**src/rtl/csvp_pkg.sv**
```systemverilog
package csvp_pkg;

    // Field widths
    localparam int BYTE_W  = 8;
    localparam int VALUE_W = 32;
    localparam int INDEX_W = 17;
    localparam int FRAME_W = 16;
    localparam int COUNT_W = 18;
    localparam int MAG_W   = 32;
    localparam int PROD_W  = 36;

    // Point capacity: the smaller of the configured maximum and the index span.
    localparam int MAX_POINTS = 131072;
    localparam int INDEX_SPAN = 131072;
    localparam int CAP_POINTS = (MAX_POINTS < INDEX_SPAN) ? MAX_POINTS : INDEX_SPAN;
    localparam logic [COUNT_W-1:0] CAPACITY = COUNT_W'(CAP_POINTS);

    // Magnitude limits for a positive and a negative field.
    localparam logic [MAG_W-1:0] POS_LIMIT = 32'h7FFF_FFFF;
    localparam logic [MAG_W-1:0] NEG_LIMIT = 32'h8000_0000;

    // Characters of interest
    localparam logic [BYTE_W-1:0] CH_COMMA   = 8'h2C;
    localparam logic [BYTE_W-1:0] CH_NEWLINE = 8'h0A;
    localparam logic [BYTE_W-1:0] CH_SPACE   = 8'h20;
    localparam logic [BYTE_W-1:0] CH_TAB     = 8'h09;
    localparam logic [BYTE_W-1:0] CH_VTAB    = 8'h0B;
    localparam logic [BYTE_W-1:0] CH_FFEED   = 8'h0C;
    localparam logic [BYTE_W-1:0] CH_CR      = 8'h0D;
    localparam logic [BYTE_W-1:0] CH_PLUS    = 8'h2B;
    localparam logic [BYTE_W-1:0] CH_MINUS   = 8'h2D;
    localparam logic [BYTE_W-1:0] CH_ZERO    = 8'h30;
    localparam logic [BYTE_W-1:0] CH_NINE    = 8'h39;

    // Field conversion phases
    localparam logic [1:0] PH_SKIP   = 2'd0;
    localparam logic [1:0] PH_SIGN   = 2'd1;
    localparam logic [1:0] PH_DIGITS = 2'd2;
    localparam logic [1:0] PH_STOP   = 2'd3;

    // Result of the field converter for the byte in hand.
    typedef struct packed {
        logic [VALUE_W-1:0] value;
        logic               saturated;
    } t_field_res;

    // Position of the field that the byte in hand closes.
    typedef struct packed {
        logic [INDEX_W-1:0] point_index;
        logic               beyond;
    } t_index_res;

    // A comma or a newline closes a field.
    function automatic logic is_delim(input logic [BYTE_W-1:0] b);
        return (b == CH_COMMA) || (b == CH_NEWLINE);
    endfunction

endpackage

```
**src/rtl/csvp_field.sv**
```systemverilog
module csvp_field
    import csvp_pkg::*;
(
    input  logic              i_clk,
    input  logic              i_rst_n,
    input  logic              i_step,
    input  logic [BYTE_W-1:0] i_data_byte,
    input  logic              i_first_byte,
    output t_field_res        o_res
);

    logic [1:0]        r_phase, n_phase;
    logic              r_neg, n_neg;
    logic [MAG_W-1:0]  r_mag, n_mag;
    logic              r_ovf, n_ovf;

    logic [1:0]        cur_phase;
    logic              cur_neg;
    logic [MAG_W-1:0]  cur_mag;
    logic              cur_ovf;
    logic              is_blank;
    logic              is_sign;
    logic              is_digit;
    logic [MAG_W-1:0]  limit;
    logic [PROD_W-1:0] prod;

    // A new file starts from a cleared field.
    always_comb begin
        cur_phase = i_first_byte ? PH_SKIP : r_phase;
        cur_neg   = i_first_byte ? 1'b0 : r_neg;
        cur_mag   = i_first_byte ? '0 : r_mag;
        cur_ovf   = i_first_byte ? 1'b0 : r_ovf;
    end

    // Character classes.
    assign is_blank = (i_data_byte == CH_SPACE) || (i_data_byte == CH_TAB) ||
                      (i_data_byte == CH_VTAB) || (i_data_byte == CH_FFEED) ||
                      (i_data_byte == CH_CR);
    assign is_sign  = (i_data_byte == CH_PLUS) || (i_data_byte == CH_MINUS);
    assign is_digit = (i_data_byte >= CH_ZERO) && (i_data_byte <= CH_NINE);

    // Accumulate one decimal digit: mag * 10 + digit as two shifts and two adds.
    assign limit = cur_neg ? NEG_LIMIT : POS_LIMIT;
    assign prod  = ({4'b0, cur_mag} << 3) + ({4'b0, cur_mag} << 1)
                 + {32'b0, i_data_byte[3:0]};

    // The finished field's value, taken when the byte is a delimiter.
    assign o_res.value     = cur_neg ? (32'd0 - cur_mag) : cur_mag;
    assign o_res.saturated = cur_ovf;

    // Next field state.
    always_comb begin
        n_phase = cur_phase;
        n_neg   = cur_neg;
        n_mag   = cur_mag;
        n_ovf   = cur_ovf;
        priority if (is_delim(i_data_byte)) begin
            n_phase = PH_SKIP;
            n_neg   = 1'b0;
            n_mag   = '0;
            n_ovf   = 1'b0;
        end else if (cur_phase == PH_SKIP && is_blank) begin
            n_phase = PH_SKIP;
        end else if (cur_phase == PH_SKIP && is_sign) begin
            n_neg   = (i_data_byte == CH_MINUS);
            n_phase = PH_SIGN;
        end else if (cur_phase != PH_STOP && is_digit) begin
            n_phase = PH_DIGITS;
            if (prod > {4'b0, limit}) begin
                n_mag = limit;
                n_ovf = 1'b1;
            end else begin
                n_mag = prod[MAG_W-1:0];
            end
        end else begin
            n_phase = PH_STOP;
        end
    end

    // Field state registers.
    always_ff @(posedge i_clk) begin
        if (!i_rst_n) begin
            r_phase <= PH_SKIP;
            r_neg   <= 1'b0;
            r_mag   <= '0;
            r_ovf   <= 1'b0;
        end else if (i_step) begin
            r_phase <= n_phase;
            r_neg   <= n_neg;
            r_mag   <= n_mag;
            r_ovf   <= n_ovf;
        end
    end

endmodule

```
**src/rtl/csvp_count.sv**
```systemverilog
module csvp_count
    import csvp_pkg::*;
(
    input  logic       i_clk,
    input  logic       i_rst_n,
    input  logic       i_step,
    input  logic       i_delim,
    input  logic       i_first_byte,
    output t_index_res o_res
);

    logic [COUNT_W-1:0] r_cnt, n_cnt;
    logic [COUNT_W-1:0] cur_cnt;
    logic               beyond;

    // A new file restarts the count before its first byte is taken.
    assign cur_cnt = i_first_byte ? '0 : r_cnt;
    assign beyond  = (cur_cnt >= CAPACITY);

    assign o_res.beyond      = beyond;
    assign o_res.point_index = beyond ? '0 : cur_cnt[INDEX_W-1:0];

    // Count closed fields, holding at capacity.
    assign n_cnt = (i_delim && !beyond) ? cur_cnt + 1'b1 : cur_cnt;

    always_ff @(posedge i_clk) begin
        if (!i_rst_n) begin
            r_cnt <= '0;
        end else if (i_step) begin
            r_cnt <= n_cnt;
        end
    end

endmodule

```
**src/rtl/csv_integer_field_parser.sv**
```systemverilog
// Channel   Direction  Valid          Stall          Payload
// input     in         i_in_valid     o_in_stall     i_data_byte, i_first_byte
// result    out        o_out_valid    i_out_stall    o_value, o_point_index, o_frame_out,
//                                                    o_saturated, o_beyond_capacity
// config    in         i_cfg_wr_en    -              i_cfg_wr_data (frame index)
//
// One byte per cycle sustained while no delimiter waits on a stalled result. A byte
// is held in the input register and converted by the digit accumulate (shift-add by
// ten and a limit compare); a delimiter's field is then captured in the result register.
// Synchronous active-low reset clears the field state, point count and frame index.
// Only delimiter bytes wait on a stalled result register; other bytes keep flowing.
module csv_integer_field_parser
    import csvp_pkg::*;
(
    input  logic               i_clk,
    input  logic               i_rst_n,
    input  logic               i_in_valid,
    output logic               o_in_stall,
    input  logic [BYTE_W-1:0]  i_data_byte,
    input  logic               i_first_byte,
    input  logic               i_cfg_wr_en,
    input  logic [FRAME_W-1:0] i_cfg_wr_data,
    output logic               o_out_valid,
    input  logic               i_out_stall,
    output logic [VALUE_W-1:0] o_value,
    output logic [INDEX_W-1:0] o_point_index,
    output logic [FRAME_W-1:0] o_frame_out,
    output logic               o_saturated,
    output logic               o_beyond_capacity
);

    logic [FRAME_W-1:0] r_frame;
    logic               r_s1_valid;
    logic [BYTE_W-1:0]  r_s1_byte;
    logic               r_s1_first;
    logic               r_out_valid;
    logic [VALUE_W-1:0] r_out_value;
    logic [INDEX_W-1:0] r_out_index;
    logic [FRAME_W-1:0] r_out_frame;
    logic               r_out_sat;
    logic               r_out_beyond;

    logic       s1_delim;
    logic       out_free;
    logic       s1_step;
    logic       in_take;
    t_field_res field_res;
    t_index_res index_res;

    // Frame index register.
    always_ff @(posedge i_clk) begin
        if (!i_rst_n) begin
            r_frame <= '0;
        end else if (i_cfg_wr_en) begin
            r_frame <= i_cfg_wr_data;
        end
    end

    // Stage control: a delimiter needs a free result slot, other bytes do not.
    assign s1_delim   = is_delim(r_s1_byte);
    assign out_free   = !r_out_valid || !i_out_stall;
    assign s1_step    = r_s1_valid && (out_free || !s1_delim);
    assign in_take    = i_in_valid && !o_in_stall;
    assign o_in_stall = r_s1_valid && !s1_step;

    // Input register.
    always_ff @(posedge i_clk) begin
        if (!i_rst_n) begin
            r_s1_valid <= 1'b0;
        end else if (in_take || s1_step) begin
            r_s1_valid <= in_take;
        end
    end

    always_ff @(posedge i_clk) begin
        if (in_take) begin
            r_s1_byte  <= i_data_byte;
            r_s1_first <= i_first_byte;
        end
    end

    // Field conversion and point counting.
    csvp_field u_field (
        .i_clk        (i_clk),
        .i_rst_n      (i_rst_n),
        .i_step       (s1_step),
        .i_data_byte  (r_s1_byte),
        .i_first_byte (r_s1_first),
        .o_res        (field_res)
    );

    csvp_count u_count (
        .i_clk        (i_clk),
        .i_rst_n      (i_rst_n),
        .i_step       (s1_step),
        .i_delim      (s1_delim),
        .i_first_byte (r_s1_first),
        .o_res        (index_res)
    );

    // Result register.
    always_ff @(posedge i_clk) begin
        if (!i_rst_n) begin
            r_out_valid <= 1'b0;
        end else if (out_free) begin
            r_out_valid <= s1_step && s1_delim;
        end
    end

    always_ff @(posedge i_clk) begin
        if (out_free && s1_step && s1_delim) begin
            r_out_value  <= field_res.value;
            r_out_sat    <= field_res.saturated;
            r_out_index  <= index_res.point_index;
            r_out_beyond <= index_res.beyond;
            r_out_frame  <= r_frame;
        end
    end

    assign o_out_valid       = r_out_valid;
    assign o_value           = r_out_value;
    assign o_point_index     = r_out_index;
    assign o_frame_out       = r_out_frame;
    assign o_saturated       = r_out_sat;
    assign o_beyond_capacity = r_out_beyond;

    // A field past capacity reports index zero.
    a_beyond_index: assert property (@(posedge i_clk) disable iff (!i_rst_n)
        (o_out_valid && o_beyond_capacity) |-> (o_point_index == '0))
        else $error("beyond-capacity result with nonzero point index");

    // A saturated field carries one of the two 32-bit extremes.
    a_sat_value: assert property (@(posedge i_clk) disable iff (!i_rst_n)
        (o_out_valid && o_saturated) |->
            (o_value == 32'h7FFF_FFFF || o_value == 32'h8000_0000))
        else $error("saturated result not clamped to an extreme");

    // The input side only stalls while a delimiter waits on a blocked result.
    a_stall_cause: assert property (@(posedge i_clk) disable iff (!i_rst_n)
        o_in_stall |-> (r_s1_valid && s1_delim && r_out_valid && i_out_stall))
        else $error("input stalled without a blocked delimiter");

    // A delimiter taken with a free result slot shows up as a result next cycle.
    a_result_follows: assert property (@(posedge i_clk) disable iff (!i_rst_n)
        (s1_step && s1_delim) |=> o_out_valid)
        else $error("delimiter produced no result");

endmodule

```
**config.mk**
```make
export PLATFORM = sky130hd
export DESIGN_NAME = csv_integer_field_parser
export DESIGN_NICKNAME = d
export VERILOG_FILES = /design/src/rtl/csvp_pkg.sv /design/src/rtl/csvp_field.sv /design/src/rtl/csvp_count.sv /design/src/rtl/csv_integer_field_parser.sv
export SDC_FILE = /design/constraint.sdc
export NUM_CORES = 1
export LEC_CHECK = 0
export ABC_AREA = 1
export ABC_CLOCK_PERIOD_IN_PS = 5100
export BUFFER_PORTS_ARGS = -buffer_cell sky130_fd_sc_hd__buf_2
export CORE_AREA = 3 3 200 202
export CTS_CLUSTER_DIAMETER = 100
export DETAILED_ROUTE_END_ITERATION = 8
export DIE_AREA = 0 0 203 205
export SLEW_MARGIN = 30
export SYNTH_ARGS = -nofsm -noshare
export SYNTH_HDL_FRONTEND = slang
export SYNTH_SLANG_ARGS = --single-unit
```
**constraint.sdc**
```tcl
create_clock -name i_clk -period 5.1 [get_ports i_clk]
set_input_delay 0.51 -clock i_clk [delete_from_list [all_inputs] [get_ports i_clk]]
set_output_delay 0.51 -clock i_clk [all_outputs]
set_load 0.005 [all_outputs]
```
==> flow_summary_export.csv <==
group,metric,value,unit
run_status,status,"complete, no violations",
final_layout,area_growth,17.75,%
clock_network,h-tree-depth,4,
sta,clock_skew,0.01434,ns
logic_synthesis,synth-seq-cells,148,
logic_synthesis,netlist_area,10720,µm²
critical_path,r2r_setup_slack,0.35,ns
power,p_leak,6.516,nW
global_route,grt_pass1_vias,9473,
sta,finalHoldViolations,0,
logic_synthesis,syn_inst,1521,
logic_synthesis,synth_top_family_by_area,"simple AND/OR/NAND/NOR gates",
detailed_routing,met2WireLength,14.10,mm
detailed_routing,ant_nets,0,
sta,worst_slack,0.3530,ns
place,dpl.hpwl,22.33,mm
final_layout,fin_area,12620,µm²
final_layout,layout-drive-gt1-share,13.48,%
die,die-width,203,µm
sta,worst_slew_pin_slew,0.8700,ns
logic_synthesis,ys_seq_area_share,34.73,%
clock_network,ctsRootBufferMaster,"clkbuf_16",
logic_synthesis,synth_cell_types,47,
power,ir_drop,0.2658,mV
die,fp.coreArea,38470,µm²
critical_path,crit_family,"simple AND/OR/NAND/NOR gates",
global_route,grt_max_degree,66,
sta,setup_viol,0,
detailed_routing,wirelength,30.07,mm
detailed_routing,met1Wirelength,13.91,mm
final_layout,layout.nets,1747,
die,fp.dieH,205,µm
logic_synthesis,ys_top_cells_by_area,"edfxtp_1 (21%), nand2_1 (14%), dfxtp_1 (13%), ha_1 (11%), inv_1 (7.9%)",
global_route,grt_pass1_wl,48.22,mm
critical_path,cp.required,5.45,ns
worst_hold_path,hold_depth,1,
die,initial_core_util,27.87,%
logic_synthesis,async_reset_ff_share,0,%
critical_path,cp.arrival,5.10,ns
critical_path,cp-end-kind,"register",
critical_path,crit_path_max_incr_delay,0.40,ns
run,maxCapViolCount,0,
logic_synthesis,synthTopCellsByCount,"nand2_1 (405), inv_1 (225), nor2_1 (139)",
critical_path,regToRegStartpoint,"r_s1_first",
worst_hold_path,hold_class,"in -> reg",
clock_network,tritoncts,"yes",
logic_synthesis,synth_edf_count,76,
logic_synthesis,synthAdderAreaFrac,11.51,%
worst_hold_path,whs_endpoint,"r_s1_byte[7]",
place,portBuffers,98,
critical_path,reg2reg_depth,33,
critical_path,cpMostUsedCell,"nand2_1",
die,dieArea,41620,µm²
die,rows,72,
place,dp_slack,-0.06032,ns
place,postPlaceCellArea,11810,µm²
sta,finalCritPeriodShare,93.08,%
clock_network,clk_path_buf_depth,2,
die,num_io_pins,99,
critical_path,crit_buf_inv,5,
logic_synthesis,yosysMostFrequentCell,"nand2_1",
power,power_density,213.4,nW/µm²
logic_synthesis,syn_avg_cell_area,7.049,µm²
detailed_routing,via_per_inst,4.724,
logic_synthesis,synth_top_area_cell,"edfxtp_1",
detailed_routing,vias,10160,
global_route,grt_overflow_total,0,
global_route,antenna_found_initial,0,
sta,relSlewSlack,42.00,%
detailed_routing,dr_wl_met3,1.725,mm
critical_path,rr_endpoint,"u_field.r_mag[14]",
critical_path,crit_fanout,16,
clock_network,cts_buffers,17,
logic_synthesis,dominantRegCellSynth,"edfxtp_1",
logic_synthesis,synth_xor_area_share,2.451,%
logic_synthesis,synth_top_area_share,21.29,%
detailed_routing,wl_per_cell,13.99,µm
detailed_routing,firstDrtPassIters,5,
critical_path,crit_type,"reg -> reg",
logic_synthesis,synth_simple_gate_area_share,28.50,%
critical_path,worstSetupStartpointType,"register",
sta,period_minus_slack,4.747,ns
worst_hold_path,min_from,"i_data_byte[7]",
clock_network,path_clk_slew,0.06,ns
logic_synthesis,syn_nets,1649,
critical_path,crit_slowest_cell,"edfxtp_1",
clock_network,clk-insertion-delay-late,0.43,ns
detailed_routing,drtIter0Drc,733,
detailed_routing,top_layer_used,"met4",
place,placedCellCount,2115,
logic_synthesis,synth_compound_area_share,12.55,%
global_route,grt_use_total,14.10,%
sta,fmax,210.7,MHz
detailed_routing,drc,0,
sta,maxSlewViolCount,0,
clock_network,clock_sinks,148,
place,gp_congestion,0.9041,
logic_synthesis,yosys_warnings,0,
final_layout,diodes,0,
sta,whs,0.2544,ns
logic_synthesis,muxShareOfSynthArea,0.09336,%
final_layout,layout.cells.non_filler,2150,
[power by group]
group	switching, mW	leakage, nW	internal, mW	total (mW)
registers	0.0126	1.33	1.26	1.28
logic	0.115	4.91	0.0533	0.169
clock network	0.521	0.280	0.728	1.25
total	0.649	6.52	2.05	2.69
[placed cells by master (no fill, tap or decap), drive strengths merged, types with 2 or more instances in the layout]
cell type	count
a211oi	2
nor2	149
and2	2
nor4	7
nand3b	6
o21a	5
o21bai	5
nand2	416
buf	121
nand3	95
dfxtp	72
xnor2	5
and3	3
xor2	25
bufinv	2
clkbuf	19
a21oi	112
inv	235
nor3	21
clkinv	6
nand4	15
edfxtp	76
ha	97
o31ai	2
o21ai	120
a21o	3
[area by class of cell]
type                       instances  area [µm²]
clock inverter                    13       147.6
sequential                       148        3724
multi-input combinational       1100        6115
timing repair buffer             121       690.7
inverter                         231       867.1
tap                              518       648.1
fill                            4105       25840
clock buffer                      19       432.9
[per-layer routing]
layer,track usage [%],vias up
met5,0,-
met4,3.316,0
met3,1.970,24
met2,23.84,293
met1,19.10,4683
li1,-,5157
[state kept, by name, summed over array words and instances (netlist names), 2 cells and up]
register,count
o_frame_out,16
o_point_index,17
o_value,32
r_frame,16
r_s1_byte,8
u_count.r_cnt,18
u_field.r_mag,32
u_field.r_phase,2
[per-stage QoR]
step / total power [mW] / util, % / setup TNS [ns]
after CTS: 2.710 / 32.24 / 0
after global routing: 2.789 / 32.82 / -0.08326
after floorplan: 1.411 / - / 0
final: 2.694 / 32.82 / 0
after global placement: 1.463 / 30.70 / 0
after detailed placement: 1.465 / 30.70 / -0.2505
[cells by family (layout without fill, tap and decap cells)]
family,count (synthesis),count (layout)
AO/OA/AOI/OAI,255,255
XOR/XNOR,30,30
flip-flops,148,148
AND/OR/NAND/NOR,714,716
adder cells (fa/ha/maj),98,98
buffers and inverters,275,384
multiplexers,1,1
[timing repair]
item / in CTS / in global routing
buffers inserted: 0 / 1
endpoints found under the setup margin: 16 / 33
gates cloned: 0 / 2
gates resized for setup: 2 / 50
pin swaps: 0 / 4
hold buffers: 0 / 0
[how the worst max path moves through the flow]
stage	slack [ns]	end	cells after the start	startpoint
final	0.35	u_field.r_mag[14]	33	r_s1_first
after global routing	-0.03	u_field.r_mag[18]	33	r_s1_first
after CTS	0.06	u_field.r_mag[30]	32	r_s1_first
after detailed placement	-0.06	u_field.r_mag[30]	32	r_s1_first
after global placement	0.004	u_field.r_mag[30]	32	r_s1_first
after floorplan	0.03	u_count.r_cnt[9]	11	r_s1_byte[6]
Power figures use the tool's default switching activity.
